`config.mk`:
```
export PLATFORM = sky130hd
export DESIGN_NAME = burst_byte_ring_fifo_core
export DESIGN_NICKNAME = d
export VERILOG_FILES = /design/src/sv/bbrf_pkg.sv /design/src/sv/burst_byte_ring_fifo_core.sv /design/src/sv/bbrf_front.sv /design/src/sv/bbrf_back.sv
export SDC_FILE = /design/constraint.sdc
export NUM_CORES = 1
export LEC_CHECK = 0
export BUFFER_PORTS_ARGS = -buffer_cell sky130_fd_sc_hd__buf_2
export CORE_ASPECT_RATIO = 2
export CORE_MARGIN = 2
export CORE_UTILIZATION = 40
export CTS_CLUSTER_DIAMETER = 120
export DETAILED_ROUTE_END_ITERATION = 8
export HOLD_SLACK_MARGIN = 0.02
export SLEW_MARGIN = 0
export SYNTH_ARGS = -nofsm -noshare
export SYNTH_HDL_FRONTEND = slang
export SYNTH_SLANG_ARGS = --single-unit
```
`constraint.sdc`:
```
create_clock -name clk -period 6.95 [get_ports clk]
set_input_delay 0 -clock clk [delete_from_list [all_inputs] [get_ports clk]]
set_output_delay 0 -clock clk [all_outputs]
set_load 0.02 [all_outputs]
```
`src/sv/bbrf_pkg.sv`:
```
// shared types and constants for the burst byte ring fifo
// no dependencies; imported by bbrf_front, bbrf_back and the top level
package bbrf_pkg;

    localparam int DEPTH_DEFAULT = 64;
    localparam int CNT_W         = 7;
    localparam int DATA_W        = 8;
    localparam logic [CNT_W-1:0] ACC_MAX = 7'd64;

    localparam logic REQ_PUT = 1'b0;
    localparam logic REQ_GET = 1'b1;

    localparam logic KIND_ACK = 1'b0;
    localparam logic KIND_GET = 1'b1;

    typedef struct packed {
        logic              is_get;
        logic [DATA_W-1:0] data;
        logic              burst_end;
        logic [CNT_W-1:0]  len;
    } cmd_t;

    typedef struct packed {
        logic kind;
        logic byte_valid;
        logic [CNT_W-1:0] count;
        logic last;
        logic [CNT_W-1:0] free;
    } res_t;

endpackage

```
`src/sv/burst_byte_ring_fifo_core.sv`:
```
// Burst byte ring fifo. Request beats enter through a queue-style port
// (push/full): req_type 0 is one byte of a put burst, burst_end marks its
// final byte; req_type 1 is a get of get_length bytes. Results leave through
// a queue-style port (empty/pop); the oldest result sits on the ports while
// empty is low.
// A marked put byte yields one acknowledgment with the accepted byte count;
// unmarked put bytes yield nothing. A get yields one beat per delivered byte,
// the final one flagged by last, or one empty beat if nothing is delivered.
// Every result carries the free space left in the ring.
// A request's first result passes the command queue, then the result
// register. While commands wait and the result register is free, put bytes
// run one per cycle and gets deliver one byte per cycle (single ring read port).
// A two-entry command queue sits between request decode and execution, and a
// result register lets the next command run while a result waits.
// When pop stays low, the result register holds and execution stops at the
// next beat that needs it; full rises once the command queue fills.
// Reset clears the counters and both queues; the ring contents are not
// cleared and are only read after being written.
// depends on bbrf_pkg, bbrf_front, bbrf_back
module burst_byte_ring_fifo_core
    import bbrf_pkg::*;
#(
    parameter int DEPTH = DEPTH_DEFAULT
)
(
    input  logic              clk,
    input  logic              rst_n,
    input  logic              push,
    output logic              full,
    input  logic              req_type,
    input  logic [DATA_W-1:0] data_in,
    input  logic              burst_end,
    input  logic [CNT_W-1:0]  get_length,
    output logic              empty,
    input  logic              pop,
    output logic              kind,
    output logic [DATA_W-1:0] data_out,
    output logic              byte_valid,
    output logic [CNT_W-1:0]  transfer_count,
    output logic              last,
    output logic [CNT_W-1:0]  free_space
);

    logic cmd_valid;
    cmd_t cmd;
    logic cmd_pop;
    logic res_valid;
    res_t res;

    bbrf_front u_front (
        .clk        (clk),
        .rst_n      (rst_n),
        .push       (push),
        .full       (full),
        .req_type   (req_type),
        .data_in    (data_in),
        .burst_end  (burst_end),
        .get_length (get_length),
        .cmd_valid  (cmd_valid),
        .cmd        (cmd),
        .cmd_pop    (cmd_pop)
    );

    bbrf_back #(
        .DEPTH (DEPTH)
    ) u_back (
        .clk       (clk),
        .rst_n     (rst_n),
        .cmd_valid (cmd_valid),
        .cmd       (cmd),
        .cmd_pop   (cmd_pop),
        .res_valid (res_valid),
        .res       (res),
        .res_data  (data_out),
        .res_pop   (pop)
    );

    assign empty          = !res_valid;
    assign kind           = res.kind;
    assign byte_valid     = res.byte_valid;
    assign transfer_count = res.count;
    assign last           = res.last;
    assign free_space     = res.free;

endmodule

```
`src/sv/bbrf_front.sv`:
```
// front end: accepts request beats, decodes them into commands and
// holds them in a two-entry queue for the back end; uses bbrf_pkg
module bbrf_front
    import bbrf_pkg::*;
(
    input  logic             clk,
    input  logic             rst_n,
    input  logic             push,
    output logic             full,
    input  logic             req_type,
    input  logic [DATA_W-1:0] data_in,
    input  logic             burst_end,
    input  logic [CNT_W-1:0] get_length,
    output logic             cmd_valid,
    output cmd_t             cmd,
    input  logic             cmd_pop
);

    cmd_t       q_reg [2];
    logic       wp_reg, wp_next;
    logic       rp_reg, rp_next;
    logic [1:0] cnt_reg, cnt_next;
    logic       do_push;
    logic       do_pop;
    cmd_t       dec;

    assign full      = (cnt_reg == 2'd2);
    assign cmd_valid = (cnt_reg != 2'd0);
    assign cmd       = q_reg[rp_reg];
    assign do_push   = push && !full;
    assign do_pop    = cmd_pop && cmd_valid;

    always_comb
    begin
        dec.is_get    = (req_type == REQ_GET);
        dec.data      = data_in;
        dec.burst_end = burst_end;
        dec.len       = get_length;
    end

    always_comb
    begin
        wp_next  = do_push ? ~wp_reg : wp_reg;
        rp_next  = do_pop ? ~rp_reg : rp_reg;
        cnt_next = cnt_reg + 2'(do_push) - 2'(do_pop);
    end

    always_ff @(posedge clk)
    begin
        if (do_push)
        begin
            q_reg[wp_reg] <= dec;
        end
    end

    always_ff @(posedge clk or negedge rst_n)
    begin
        if (!rst_n)
        begin
            wp_reg  <= 1'b0;
            rp_reg  <= 1'b0;
            cnt_reg <= 2'd0;
        end
        else
        begin
            wp_reg  <= wp_next;
            rp_reg  <= rp_next;
            cnt_reg <= cnt_next;
        end
    end

endmodule

```
`src/sv/bbrf_back.sv`:
```
// back end: ring store, write and read counters, get sequencing and the
// result register; uses bbrf_pkg
module bbrf_back
    import bbrf_pkg::*;
#(
    parameter int DEPTH = DEPTH_DEFAULT
)
(
    input  logic              clk,
    input  logic              rst_n,
    input  logic              cmd_valid,
    input  cmd_t              cmd,
    output logic              cmd_pop,
    output logic              res_valid,
    output res_t              res,
    output logic [DATA_W-1:0] res_data,
    input  logic              res_pop
);

    localparam int SLOT_W = (DEPTH > 1) ? $clog2(DEPTH) : 1;
    localparam logic [CNT_W-1:0] DEPTH_C = CNT_W'(DEPTH);

    logic [DATA_W-1:0] mem [DEPTH];

    logic [CNT_W-1:0] wc_reg, wc_next;
    logic [CNT_W-1:0] rc_reg, rc_next;
    logic [CNT_W-1:0] acc_reg, acc_next;
    logic [CNT_W-1:0] k_reg, k_next;
    logic [CNT_W-1:0] n_reg, n_next;
    logic             ov_reg, ov_next;
    res_t             res_reg, res_next;
    logic [DATA_W-1:0] data_reg;

    logic [CNT_W-1:0] stored;
    logic [CNT_W-1:0] n_cur;
    logic [CNT_W-1:0] rc_inc;
    logic [CNT_W-1:0] k_inc;
    logic             out_free;
    logic             is_full;
    logic             wr_en;
    logic             rd_en;
    logic             emit;

    assign stored    = wc_reg - rc_reg;
    assign is_full   = (stored >= DEPTH_C);
    assign out_free  = !ov_reg || res_pop;
    assign rc_inc    = rc_reg + 7'd1;
    assign k_inc     = k_reg + 7'd1;
    assign n_cur     = (k_reg != 7'd0) ? n_reg :
                       ((cmd.len < stored) ? cmd.len : stored);
    assign res_valid = ov_reg;
    assign res       = res_reg;
    assign res_data  = data_reg;

    always_comb
    begin
        wc_next  = wc_reg;
        rc_next  = rc_reg;
        acc_next = acc_reg;
        k_next   = k_reg;
        n_next   = n_reg;
        ov_next  = ov_reg && !res_pop;
        res_next = res_reg;
        cmd_pop  = 1'b0;
        wr_en    = 1'b0;
        rd_en    = 1'b0;
        emit     = 1'b0;

        if (cmd_valid && !cmd.is_get && (!cmd.burst_end || out_free))
        begin
            cmd_pop = 1'b1;
            if (!is_full)
            begin
                wr_en   = 1'b1;
                wc_next = wc_reg + 7'd1;
                if (acc_reg < ACC_MAX)
                begin
                    acc_next = acc_reg + 7'd1;
                end
            end
            if (cmd.burst_end)
            begin
                emit                = 1'b1;
                res_next.kind       = KIND_ACK;
                res_next.byte_valid = 1'b0;
                res_next.count      = acc_next;
                res_next.last       = 1'b1;
                res_next.free       = DEPTH_C - (wc_next - rc_next);
                acc_next            = 7'd0;
            end
        end
        else if (cmd_valid && cmd.is_get && out_free)
        begin
            emit          = 1'b1;
            res_next.kind = KIND_GET;
            if (n_cur == 7'd0)
            begin
                cmd_pop = 1'b1;
                if (wc_reg == rc_reg)
                begin
                    wc_next = 7'd0;
                    rc_next = 7'd0;
                end
                res_next.byte_valid = 1'b0;
                res_next.count      = 7'd0;
                res_next.last       = 1'b1;
            end
            else
            begin
                rd_en   = 1'b1;
                rc_next = rc_inc;
                // ring drained: both counters restart at zero
                if (wc_reg == rc_inc)
                begin
                    wc_next = 7'd0;
                    rc_next = 7'd0;
                end
                n_next              = n_cur;
                res_next.byte_valid = 1'b1;
                res_next.count      = k_inc;
                res_next.last       = (k_inc == n_cur);
                if (k_inc == n_cur)
                begin
                    cmd_pop = 1'b1;
                    k_next  = 7'd0;
                end
                else
                begin
                    k_next = k_inc;
                end
            end
            res_next.free = DEPTH_C - (wc_next - rc_next);
        end

        if (emit)
        begin
            ov_next = 1'b1;
        end
    end

    always_ff @(posedge clk)
    begin
        if (wr_en)
        begin
            mem[wc_reg[SLOT_W-1:0]] <= cmd.data;
        end
        if (rd_en)
        begin
            data_reg <= mem[rc_reg[SLOT_W-1:0]];
        end
        else if (emit)
        begin
            data_reg <= '0;
        end
        if (emit)
        begin
            res_reg <= res_next;
        end
    end

    always_ff @(posedge clk or negedge rst_n)
    begin
        if (!rst_n)
        begin
            wc_reg  <= '0;
            rc_reg  <= '0;
            acc_reg <= '0;
            k_reg   <= '0;
            n_reg   <= '0;
            ov_reg  <= 1'b0;
        end
        else
        begin
            wc_reg  <= wc_next;
            rc_reg  <= rc_next;
            acc_reg <= acc_next;
            k_reg   <= k_next;
            n_reg   <= n_next;
            ov_reg  <= ov_next;
        end
    end

endmodule

```
Word level (Yosys, flattened, before mapping). Memories as Yosys holds them, arrays and structs flattened. Cells that the tools add are included.

Register bits after elaboration: 65. Memory bits (writable): 546. Output and inout bits: 27. Logic and storage cells: 105. Memories kept: 2.

Memory list: u_back.mem (words 64, width 8, rd ports 1, clocked after memory_dff 0, write ports 1, line bbrf_back.sv:23) `logic [DATA_W-1:0] mem [DEPTH];`; u_front.q_reg (words 2, width 17, rd ports 1, clocked after memory_dff 0, write ports 1, line bbrf_front.sv:19) `cmd_t q_reg [2];`.

Add/subtract/negate cells: 11. Order comparisons: 3. Equality and inequality tests: 5. Multiplexer cells: 43. Bitwise operators: 4. Reductions and logical operators: 22.

Operators by type and width (number): $mux 7 (20); $mux 17 (3); $add 7x1->7 const B (4); $eq 7x7->1 (3); $sub 7x7->7 (3); $mux 1 (17); $mux 8 (2); $sub 7x7->7 const A (2); $mux 9 (1); $ge 7x7->1 const B (1); $logic_and 1x1->1 (7); $logic_not 7->1 (1); $lt 7x7->1 (1); $lt 7x7->1 const B (1); $reduce_bool 7->1 (1); $reduce_and 3->1 (2); $reduce_bool 2->1 (3); $logic_not 1->1 (5); $not 1->1 (4); $add 2x1->2 (1); $eq 2x2->1 const B (1); $logic_or 1x1->1 (2); $ne 2x1->1 const B (1); $reduce_and 2->1 (1); $sub 2x1->2 (1).

Depth between registers and ports, before layout. Gate-level depths: netlist of the first run.

Depth after elaboration: 12. Gate-level depth with buffers: 32.

Modules after synthesis. A second synthesis of the first run with hierarchy kept.

Cell total of the unflattened synthesis: 1625. Area, all modules: 26001.2 um2.

By module, submodules not included: bbrf_back (times used 1, cells an instance 1553, area an instance 24526.0 um2, seq. area each 17026.3 um2); bbrf_front (times used 1, cells an instance 71, area an instance 1471.4 um2, seq. area each 1121.1 um2); burst_byte_ring_fifo_core (times used 1, cells an instance 1, area an instance 3.8 um2, seq. area each 0.0 um2).

Least setup slack after synthesis of the first run. OpenSTA, ideal clock, no wires.

Path type: reg-to-reg. From: register u_back.rc_reg[2]. To: register u_back.res_reg, in the netlist u_back.res[6] (data pin). Data arrival time: 6.536 ns. Data required time: 6.798 ns. Setup slack: 0.262 ns. Cell stages (with the launch flop): 32. Path buffers: 4. Period minus slack after synthesis: 6.688 ns. Cells stage by stage: dfrtp_1 -> clkbuf_1 -> inv_2 -> buf_1 -> ha_1 -> clkbuf_1 -> nand2b_1 -> a21oi_1 -> a21oi_1 -> o21bai_1 -> xor2_1 -> inv_2 -> ha_1 -> nor2_1 -> nor2_1 -> a311oi_1 -> nor3_1 -> a211o_1 -> nand3_1 -> and2_1 -> clkbuf_1 -> nand2_1 -> ha_1 -> ha_1 -> a21o_1 -> a21oi_1 -> o21bai_1 -> a21oi_1 -> xor2_1 -> and4_1 -> or3_1 -> a31oi_1.

RTL lines: from (decl) (line bbrf_back.sv:26) `logic [CNT_W-1:0] rc_reg, rc_next;`; from (signal assigned) (line bbrf_back.sv:175) `rc_reg <= rc_next;`; to (signal assigned) (line bbrf_back.sv:157) `res_reg <= res_next;`; to (decl) (line bbrf_back.sv:31) `res_t res_reg, res_next;`.

==> results of run 1 <==
==> final timing paths <==
path | depth (start not counted) | slack [ns] | end
setup / recovery | 27 | 0.44 | u_back.res[6]
hold / removal | 2 | 0.12 | u_front.wp_reg
setup reg to reg | 27 | 0.44 | u_back.res[6]
hold reg to reg | 1 | 0.51 | u_front.wp_reg
max in group asynchronous | 2 | 6.07 | u_back.rc_reg[1]
min in group clk | 2 | 0.14 | u_front.q_reg[1][15]
==> worst max-delay path, cell delays in order, from the launching register on <==
cell and delay, ns:
dfrtp_4 0.47, ha_1 0.24, fa_1 0.42, nand2b_1 0.19, a21oi_1 0.21, xor2_1 0.35
inv_1 0.08, ha_1 0.36, o2111ai_1 0.13, a21oi_2 0.08, a2111oi_4 0.43, o311a_4 0.31
nor4_2 0.07, a211oi_2 0.43, nor3_2 0.09, buf_4 0.17, a21oi_1 0.10, o21ai_0 0.11
ha_1 0.38, ha_1 0.29, a21o_1 0.16, a21oi_1 0.22, o21bai_1 0.09, a21oi_1 0.18
xor2_1 0.21, a31oi_1 0.07, or3_1 0.35, a31oi_1 0.17
==> metal layers <==
layer	GRT usage	up-vias
li1	-	5796
met1	0.200	7011
met2	0.377	315
met3	0.0204	121
met4	0.0891	0
met5	0	-
==> cell type report <==
cell class | count | area share
well taps | 798 | 0.0345
clock inverters | 28 | 0.00723
clock buffers | 66 | 0.0483
multi-input cells | 688 | 0.253
inverters | 32 | 0.00416
repair buffers | 102 | 0.0246
flip-flops and latches | 611 | 0.628
==> cells in the final DEF (no fill, tap or decap), types with 4 or more instances in the layout <==
| cell | count |
|---|---|
| a21oi_1 | 30 |
| xor2_1 | 19 |
| or3_1 | 8 |
| nand3_1 | 26 |
| buf_4 | 34 |
| a21o_1 | 8 |
| o21bai_1 | 4 |
| mux4_2 | 168 |
| ha_1 | 40 |
| inv_1 | 29 |
| xnor2_1 | 29 |
| clkinv_1 | 11 |
| clkbuf_1 | 11 |
| edfxtp_1 | 571 |
| nand3b_1 | 4 |
| clkbuf_16 | 53 |
| nor2_1 | 97 |
| nor3_1 | 16 |
| nor2b_1 | 10 |
| nand2_1 | 62 |
| o22ai_1 | 6 |
| and3_1 | 7 |
| o21ai_0 | 34 |
| or4_1 | 5 |
| o31ai_1 | 13 |
| mux2i_1 | 11 |
| a22o_1 | 7 |
| o21ai_1 | 4 |
| dfrtp_1 | 38 |
| clkinv_2 | 8 |
| buf_2 | 47 |
| mux2_2 | 16 |
| dlygate4sd3_1 | 20 |
==> power by group through the flow <==
stage / registers, uW / clock network (uW) / logic, uW
2_1_floorplan: 4960 / 0 / 2760
3_3_place_gp: 4890 / 0 / 4240
3_5_place_dp: 4900 / 0 / 4320
4_1_cts: 4820 / 2870 / 4340
5_1_grt: 4840 / 2990 / 4650
6_report: 4820 / 2820 / 4300
==> timing repair <==
item                       CTS  global route
hold buffers                20             0
gates resized for setup      0             5
setup endpoints to repair    0             1
hold endpoints to repair    78             0
buffers inserted             0             0
==> cell families (layout without fill, tap and decap cells) <==
| kind of cell | Yosys count | after routing | synth area share |
|---|---|---|---|
| flops | 611 | 611 | 0.702 |
| simple gates | 262 | 262 | 0.0476 |
| mux | 196 | 196 | 0.158 |
| compound gates | 139 | 139 | 0.0384 |
| buf+inv | 105 | 228 | 0.0155 |
| xor+xnor | 48 | 48 | 0.0163 |
| fa+ha+maj | 43 | 43 | 0.0217 |
==> through the flow <==
| stage | cells | hold slack, ns | instance area, um^2 | total power (uW) |
|---|---|---|---|---|
| 2_1_floorplan | 1404 | -0.296 | 25800 | 7720 |
| 3_5_place_dp | 2211 | 0.195 | 27100 | 9220 |
| 3_3_place_gp | 2211 | 0.189 | 27100 | 9130 |
| 6_report | 2325 | 0.122 | 28900 | 11900 |
| 4_1_cts | 2325 | 0.111 | 28900 | 12000 |
| 5_1_grt | 2325 | 0.129 | 28900 | 12500 |
==> results.cfg, run 1 <==
[drt]
drt_iter0_drc = 1019
first_pass_iters = 5
top_layer = met4
vias_per_cell = 5.70
finalWirelength_um = 63400
post_drt_wl_per_cell_um = 27.3
wl_met2_um = 36500
antenna_left = 0
wl_met3_um = 1890
vias = 13200
drc = 0
wl_met1_um = 22000

[floorplan]
die_h_um = 363
core_mm2 = 0.0639
rows = 131
fp.dieW_um = 184
dieArea_mm2 = 0.0668
boundaryPins = 48
initial_utilization = 0.404

[clock_network]
tritoncts = done
clock_sinks = 611
clockBufferDepth = 3
clockRootBuffer = clkbuf_16
clkTransAtPathRegs_ns = 0.07
numCtsBuffers = 51
cts_max_level = 2
worstSkewPairLatency_ns = 0.60

[sta]
fmax_mhz = 154
hold_viol_final = 0
setup_viol = 0
worst_clock_skew_ns = 0.0219
slew_violations = 0
relSlewSlack = 0.312
tightest_slew_ns = 1.03
finalSetupTns_ns = 0
fin_crit_sh = 0.937
min_period_ns = 6.51
worst_slack_ns = 0.439

[synth]
yosysMostFrequentCell = edfxtp_1
synth_fp_nets = 1468
synth_edf_count = 571
synth_ff_type = edfxtp_1
synthTopCellsByCount = 571 x edfxtp_1, 168 x mux4_2, 97 x nor2_1
yosys.area.top_type = edfxtp_1
synth_area_leaders = edfxtp_1 66%, mux4_2 15%, dfrtp_1 3.9%, ha_1 1.9%, nor2_1 1.4%
synth_top_area_share = 0.664
synth_cell_types = 73
synth-seq-cells = 611
synth-async-reset-ratio = 0.0655
syn_area_mm2 = 0.0258
yosysWarningCount = 0
syn_inst = 1404
syn_area_per_cell_um2 = 18.4
ys_seq_area_frac = 0.702

[min_path]
hp-class = in -> async

[layout]
diodes = 0
ff_latch_area_mm2 = 0.0182
multiInputGateArea_mm2 = 0.00731
nets = 1550
area_growth_syn_to_layout_pct = 11.9
drive_above_1_share = 0.242
n_fill_cell = 5411
largest_register_ffs = 512
post-route-util = 0.452

[global_routing]
grt_pass1_vias = 13900
grt-ovfl-total = 0
antenna_found_initial = 0
grt_usage = 0.192
grt_max_degree = 134
grt_pass1_wl_um = 92800

[critical_path]
critical_path_arrival_ns = 6.95
critical_path.max_fanout = 7
crit_path_start_kind = flop
crit_type = reg -> reg
required_ns = 7.39
cp-end-kind = flop
cp-startpoint = u_back.rc_reg[0]
r2r_start = u_back.rc_reg[0]

[pwr]
p_per_area_mw_per_mm2 = 413
leakage_uw = 0.00923
swShare = 0.348
power_switching_uw = 4160
clkPwrFrac = 0.236
intPower_uw = 7780
p_comb_frac = 0.361
ir_drop_v = 0.000270
p_seq_frac = 0.404

[placement]
port_buffers = 47
pre_cts_slack_ns = 0.307
place.gp.congestion = 0.853
dpl.hpwl_um = 42000

[outcome]
status = finished, final reports clean

[job]
maxCapViolCount = 0
(Power assumes the default switching activity.)
==> run 2: changes to the inputs <==
ABC_AREA = 1   (was default)
==> run 2 against run 1 <==
  * Clock-buffer cell count decreased by 10
  * Critical endpoint unchanged
  * Utilization about the same
  * Synthesized cell count increased by 57%
  * First-iteration DRC count increased by 38%
  * Flip-flop and latch count unchanged
  * Non-clock buffer count decreased by 4
  * Largest cell class unchanged
  * Total power increased by 6.4%
  * Worst setup slack improved by 0.49 ns
  * Sequential power increased by 4%
  * Hold slack improved by 0.0035 ns
  * Die area increased by 1.5%
==> results.cfg, run 2 <==
[drt]
finalWirelength_um = 70500
drt_iter0_drc = 1405
antenna_left = 0
vias = 17600
drc = 0
first_pass_iters = 6
post_drt_wl_per_cell_um = 22.4
vias_per_cell = 5.58

[sta]
fmax_mhz = 166
relSlewSlack = 0.295
fin_crit_sh = 0.866
finalSetupTns_ns = 0
slew_violations = 0
worst_clock_skew_ns = 0.0362
setup_viol = 0
tightest_slew_ns = 1.05
rsz0062_at_grt = no
hold_viol_final = 0
min_period_ns = 6.02

[synth]
synthTopCellsByCount = 571 x edfxtp_1, 430 x nor2_1, 339 x o21ai_0
synth_ff_type = edfxtp_1
synth_fp_nets = 2272
synth_top_area_share = 0.654
syn_area_per_cell_um2 = 11.9
synth-async-reset-ratio = 0.0655
syn_area_mm2 = 0.0262
synth_edf_count = 571
yosysWarningCount = 0
ys_seq_area_frac = 0.692
synth_area_leaders = edfxtp_1 65%, o21ai_0 6.5%, nor2_1 6.2%, o22ai_1 3.9%, dfrtp_1 3.8%
synth-seq-cells = 611
yosys.area.top_type = edfxtp_1
syn_inst = 2208
yosysMostFrequentCell = edfxtp_1
synth_cell_types = 56

[clock_network]
worstSkewPairLatency_ns = 0.62
cts_max_level = 2
tritoncts = done
post_cts_resized = 0
clkTransAtPathRegs_ns = 0.07
cts_hold_buf = 21
clockBufferDepth = 3
postCtsSetupBuffers = 0
clock_sinks = 611
clockRootBuffer = clkbuf_16
numCtsBuffers = 52

[critical_path]
r2r_start = u_back.wc_reg[0]
r2r_cells = 36
crit_path_start_kind = flop
required_ns = 7.29
critical_path.max_fanout = 13
crit_type = reg -> reg
reg2reg_to = u_back.res[6]
cp-end-kind = flop
regToRegSetupSlack_ns = 0.93
max_stage_delay_ns = 0.51
path_common_cell = nand2_1
critical_path_arrival_ns = 6.36
cpMaxStageDelayCell = dfrtp_1

[pwr]
p_per_area_mw_per_mm2 = 433
ir_drop_v = 0.000202
leakage_uw = 0.0102

[global_routing]
grt_pass1_vias = 17600
grt_max_degree = 114
grt_usage = 0.207
grt_pass1_wl_um = 106000
antenna_found_initial = 0
grt-ovfl-total = 0

[floorplan]
dieArea_mm2 = 0.0678
rows = 132
fp.dieW_um = 185
boundaryPins = 48
initial_utilization = 0.405
die_h_um = 366
core_mm2 = 0.0647

[layout]
layout_common_cells = 571 x edfxtp_1, 430 x nor2_1, 339 x o21ai_0, 163 x o22ai_1, 157 x nand2_1
area_growth_syn_to_layout_pct = 11.7
stdcell_area_mm2 = 0.0293
diodes = 0
n_fill_cell = 5925
drive_above_1_share = 0.104
post-route-util = 0.453
largest_register_ffs = 512
nets = 2296
final_common_cell = edfxtp_1

[min_path]
hp-class = in -> reg
hold_depth = 2
min_from = get_length[6]
hold_path_end = u_front.q_reg[0][6]

[placement]
placed_cell_area_mm2 = 0.0273
place.gp.congestion = 0.878
port_buffers = 47
dpl.hpwl_um = 44100

[outcome]
status = finished, final reports clean

[job]
maxCapViolCount = 0
[run 2: where the power goes]
part	internal [uW]	total [uW]	switching [uW]
logic	1250	4630	3380
clock network	1700	3050	1350
registers	4830	5010	183
total	7780	12700	4920
[run 2: how the worst max path moves through the flow]
stage                                start       endpoint  slack, ns  depth (start not counted)
after global placement    u_back.wc_reg[0]  u_back.res[6]       1.07                         34
after floorplan           u_back.rc_reg[2]  u_back.res[6]       1.55                         41
after CTS                 u_back.wc_reg[0]  u_back.res[6]       0.95                         36
final                     u_back.wc_reg[0]  u_back.res[6]       0.93                         36
after detailed placement  u_back.wc_reg[0]  u_back.res[6]       0.96                         36
after global routing      u_back.wc_reg[0]  u_back.res[6]       0.40                         34
[run 2: cells by family after synthesis]
kind of cell,count (synthesis),share of synthesized area
AND/OR/NAND/NOR,703,0.113
adder cells (fa/ha/maj),43,0.0214
flip-flops,611,0.692
AO/OA/AOI/OAI,591,0.129
buffers and inverters,228,0.0342
multiplexers,1,0.000382
XOR/XNOR,31,0.0104
[run 2: per-stage QoR]
stage,hold slack (ns),instances,power (uW),setup WS [ns]
finish,0.125,3145,12700,0.930
global route,0.124,3145,13400,0.397
CTS,0.102,3145,12700,0.953
detailed placement,0.114,3028,9690,0.961
global placement,0.116,3028,9590,1.07
floorplan,-0.296,2208,7980,1.55
[run 2: routing by layer]
| metal | routed length (um) | vias up | global-route usage |
|---|---|---|---|
| li1 | - | 8034 | - |
| met1 | 25600 | 8689 | 0.234 |
| met2 | 36800 | 637 | 0.370 |
| met3 | 3480 | 196 | 0.0238 |
| met4 | 4680 | 0 | 0.126 |
| met5 | 0 | - | 0 |
[run 2: area by class of cell]
cell class / count / area (um^2) / share of cell area
Multi-Input combinational cell: 1369 / 7210 / 0.246
Inverter: 100 / 388 / 0.0132
Sequential cell: 611 / 18200 / 0.620
Clock buffer: 56 / 1340 / 0.0457
Clock inverter: 40 / 438 / 0.0149
Timing Repair Buffer: 98 / 683 / 0.0233
Tap cell: 871 / 1090 / 0.0372
[run 2: worst max-delay path: cells and delay by family, from the launching register on]
kind / cells / cell delay (ns)
buffers and inverters: 4 / 0.51
flip-flops: 1 / 0.51
XOR/XNOR: 1 / 0.23
AO/OA/AOI/OAI: 4 / 0.68
adder cells (fa/ha/maj): 5 / 1.65
AND/OR/NAND/NOR: 22 / 2.18
==> run 3: changes to the inputs <==
CORE_MARGIN = 4   (was 2)
CORE_UTILIZATION = 30   (was 40)
==> run 3 against run 2 <==
  * Clock-buffer cell count fell by 1
  * Via count fell by 2.7%
  * Total power fell by 3.2%
  * Sequential power about the same
  * Flip-flop and latch count unchanged
  * Global-route usage shrank 6.0 points
  * Non-clock buffer count is 1 higher
  * Critical endpoint unchanged
==> results.cfg, run 3 (synthesis results as in run 2) <==
[clock_network]
post_cts_resized = 0
clock_sinks = 611
cts_hold_buf = 21
clkTransAtPathRegs_ns = 0.08
numCtsBuffers = 46
clockBufferDepth = 3
tritoncts = done
clockRootBuffer = clkbuf_16
cts_max_level = 2
postCtsSetupBuffers = 0
worstSkewPairLatency_ns = 0.60

[critical_path]
crit_type = reg -> reg
crit_path_start_kind = flop
cp-startpoint = u_back.wc_reg[0]
required_ns = 7.30
critPathTopFamily = simple AND/OR/NAND/NOR gates
regToRegSetupSlack_ns = 0.95
endpoint = u_back.res[6]
critical_path_arrival_ns = 6.36
path_common_cell = nand2_1
r2r_cells = 39
max_stage_delay_ns = 0.49
r2r_start = u_back.wc_reg[0]
cp-end-kind = flop
critical_path.max_fanout = 13
crit_buf_inv = 6
reg2reg_to = u_back.res[6]
crit_cells = 39
cpMaxStageDelayCell = dfrtp_1

[placement]
pre_cts_slack_ns = 1.03
dpl.hpwl_um = 45000
port_buffers = 47
place.gp.congestion = 0.887

[sta]
worst_clock_skew_ns = 0.0243
fin_crit_sh = 0.864
finalSetupTns_ns = 0
relSlewSlack = 0.258
hold_viol_final = 0
tightest_slew_ns = 1.11
fmax_mhz = 167
rsz0062_at_grt = no
setup_viol = 0
min_period_ns = 6.00
slew_violations = 0
worst_slack_ns = 0.945

[min_path]
hp-class = in -> reg

[global_routing]
grt_usage = 0.147
grt_max_degree = 123
grt_busiest_layer = met2
grt_pass1_vias = 16900
met2_usage = 0.288
antenna_found_initial = 2
grt_use_met3 = 0.0152
grt-ovfl-total = 0
grt_pass1_wl_um = 105000
grt_use_met1 = 0.151

[layout]
layout_common_cells = 571 x edfxtp_1, 430 x nor2_1, 339 x o21ai_0, 163 x o22ai_1, 157 x nand2_1
nets = 2291
drive_above_1_share = 0.0959
area_growth_syn_to_layout_pct = 11.9
final_common_cell = edfxtp_1
largest_register_ffs = 512

[drt]
antenna_left = 0
vias_per_cell = 4.98
drc = 0
finalWirelength_um = 70000
post_drt_wl_per_cell_um = 20.4
drt_iter0_drc = 1225
first_pass_iters = 6
vias = 17100

[pwr]
ir_drop_v = 0.000397
leakage_uw = 0.0101
p_comb_frac = 0.378
p_seq_frac = 0.406
clkPwrFrac = 0.216
p_per_area_mw_per_mm2 = 419
intPower_uw = 7470
swShare = 0.393
power_switching_uw = 4830

[floorplan]
boundaryPins = 48
initial_utilization = 0.302
rows = 153
core_mm2 = 0.0869
fp.dieW_um = 217
dieArea_mm2 = 0.0925
die_h_um = 426

[outcome]
status = finished, final reports clean

[job]
maxCapViolCount = 0
## run 3: changes by cell type in the layout (fill, tap and decap cells not counted), moves of 2 or more
cell and change:
clkbuf_1 +6, clkinv_1 +2, clkinvlp_4 -6, diode_2 +2, bufinv_16 -4, clkbuf_16 -7, clkinv_2 -3
## run 3: cell type report
type                       instances  area, um^2
clock inverter                    28         258
inverter                         100         389
antenna                            2        5.00
clock buffer                      55        1180
multi-input combinational       1369        7210
tap                             1162        1450
sequential                       611       18200
timing repair buffer              99         691
fill                            8656       57600
## run 3: how the worst min path moves through the flow
stage	slack, ns	depth (start not counted)	to	start
global placement	0.11	2	u_back.acc_reg[3]	rst_n
detailed placement	0.12	2	u_back.acc_reg[1]	rst_n
CTS	0.11	2	u_front.q_reg[1][7]	burst_end
finish	0.14	2	u_front.q_reg[0][6]	get_length[6]
floorplan	-0.30	0	u_back.acc_reg[0]	rst_n
global route	0.15	2	u_front.q_reg[0][6]	get_length[6]
## run 3: power groups by stage
stage | clock [uW] | combinational, uW | sequential [uW]
after global placement | 0 | 4610 | 5070
final | 2650 | 4650 | 4990
after global routing | 2830 | 5110 | 5010
after floorplan | 0 | 2890 | 5090
after CTS | 2700 | 4700 | 4990
after detailed placement | 0 | 4680 | 5070
## run 3: layer usage
| layer | part of all wire | vias up | wire length, um |
|---|---|---|---|
| met5 | 0 | - | 0 |
| met4 | 0.061 | 0 | 4280 |
| met3 | 0.035 | 179 | 2420 |
| met2 | 0.56 | 481 | 38900 |
| met1 | 0.35 | 8389 | 24400 |
| li1 | - | 8027 | - |
## run 3: worst register-to-register path, delay by kind of cell (launching register included)
| family | cells | cell delay [ns] |
|---|---|---|
| DFF | 1 | 0.49 |
| AOI/OAI and AO/OA | 3 | 0.57 |
| and+or+nand+nor | 25 | 2.38 |
| adders and majority gates | 5 | 1.64 |
| buffers and inverters | 6 | 0.70 |
## run 3: through the flow
step	std cells	total power [uW]	hold WS, ns	utilization	cell area, um^2
floorplan	2208	7980	-0.296	-	26200
global placement	3320	9680	0.107	0.319	27700
detailed placement	3320	9740	0.118	0.319	27700
CTS	3424	12400	0.108	0.338	29300
global route	3425	13000	0.147	0.338	29300
finish	3426	12300	0.138	0.338	29300
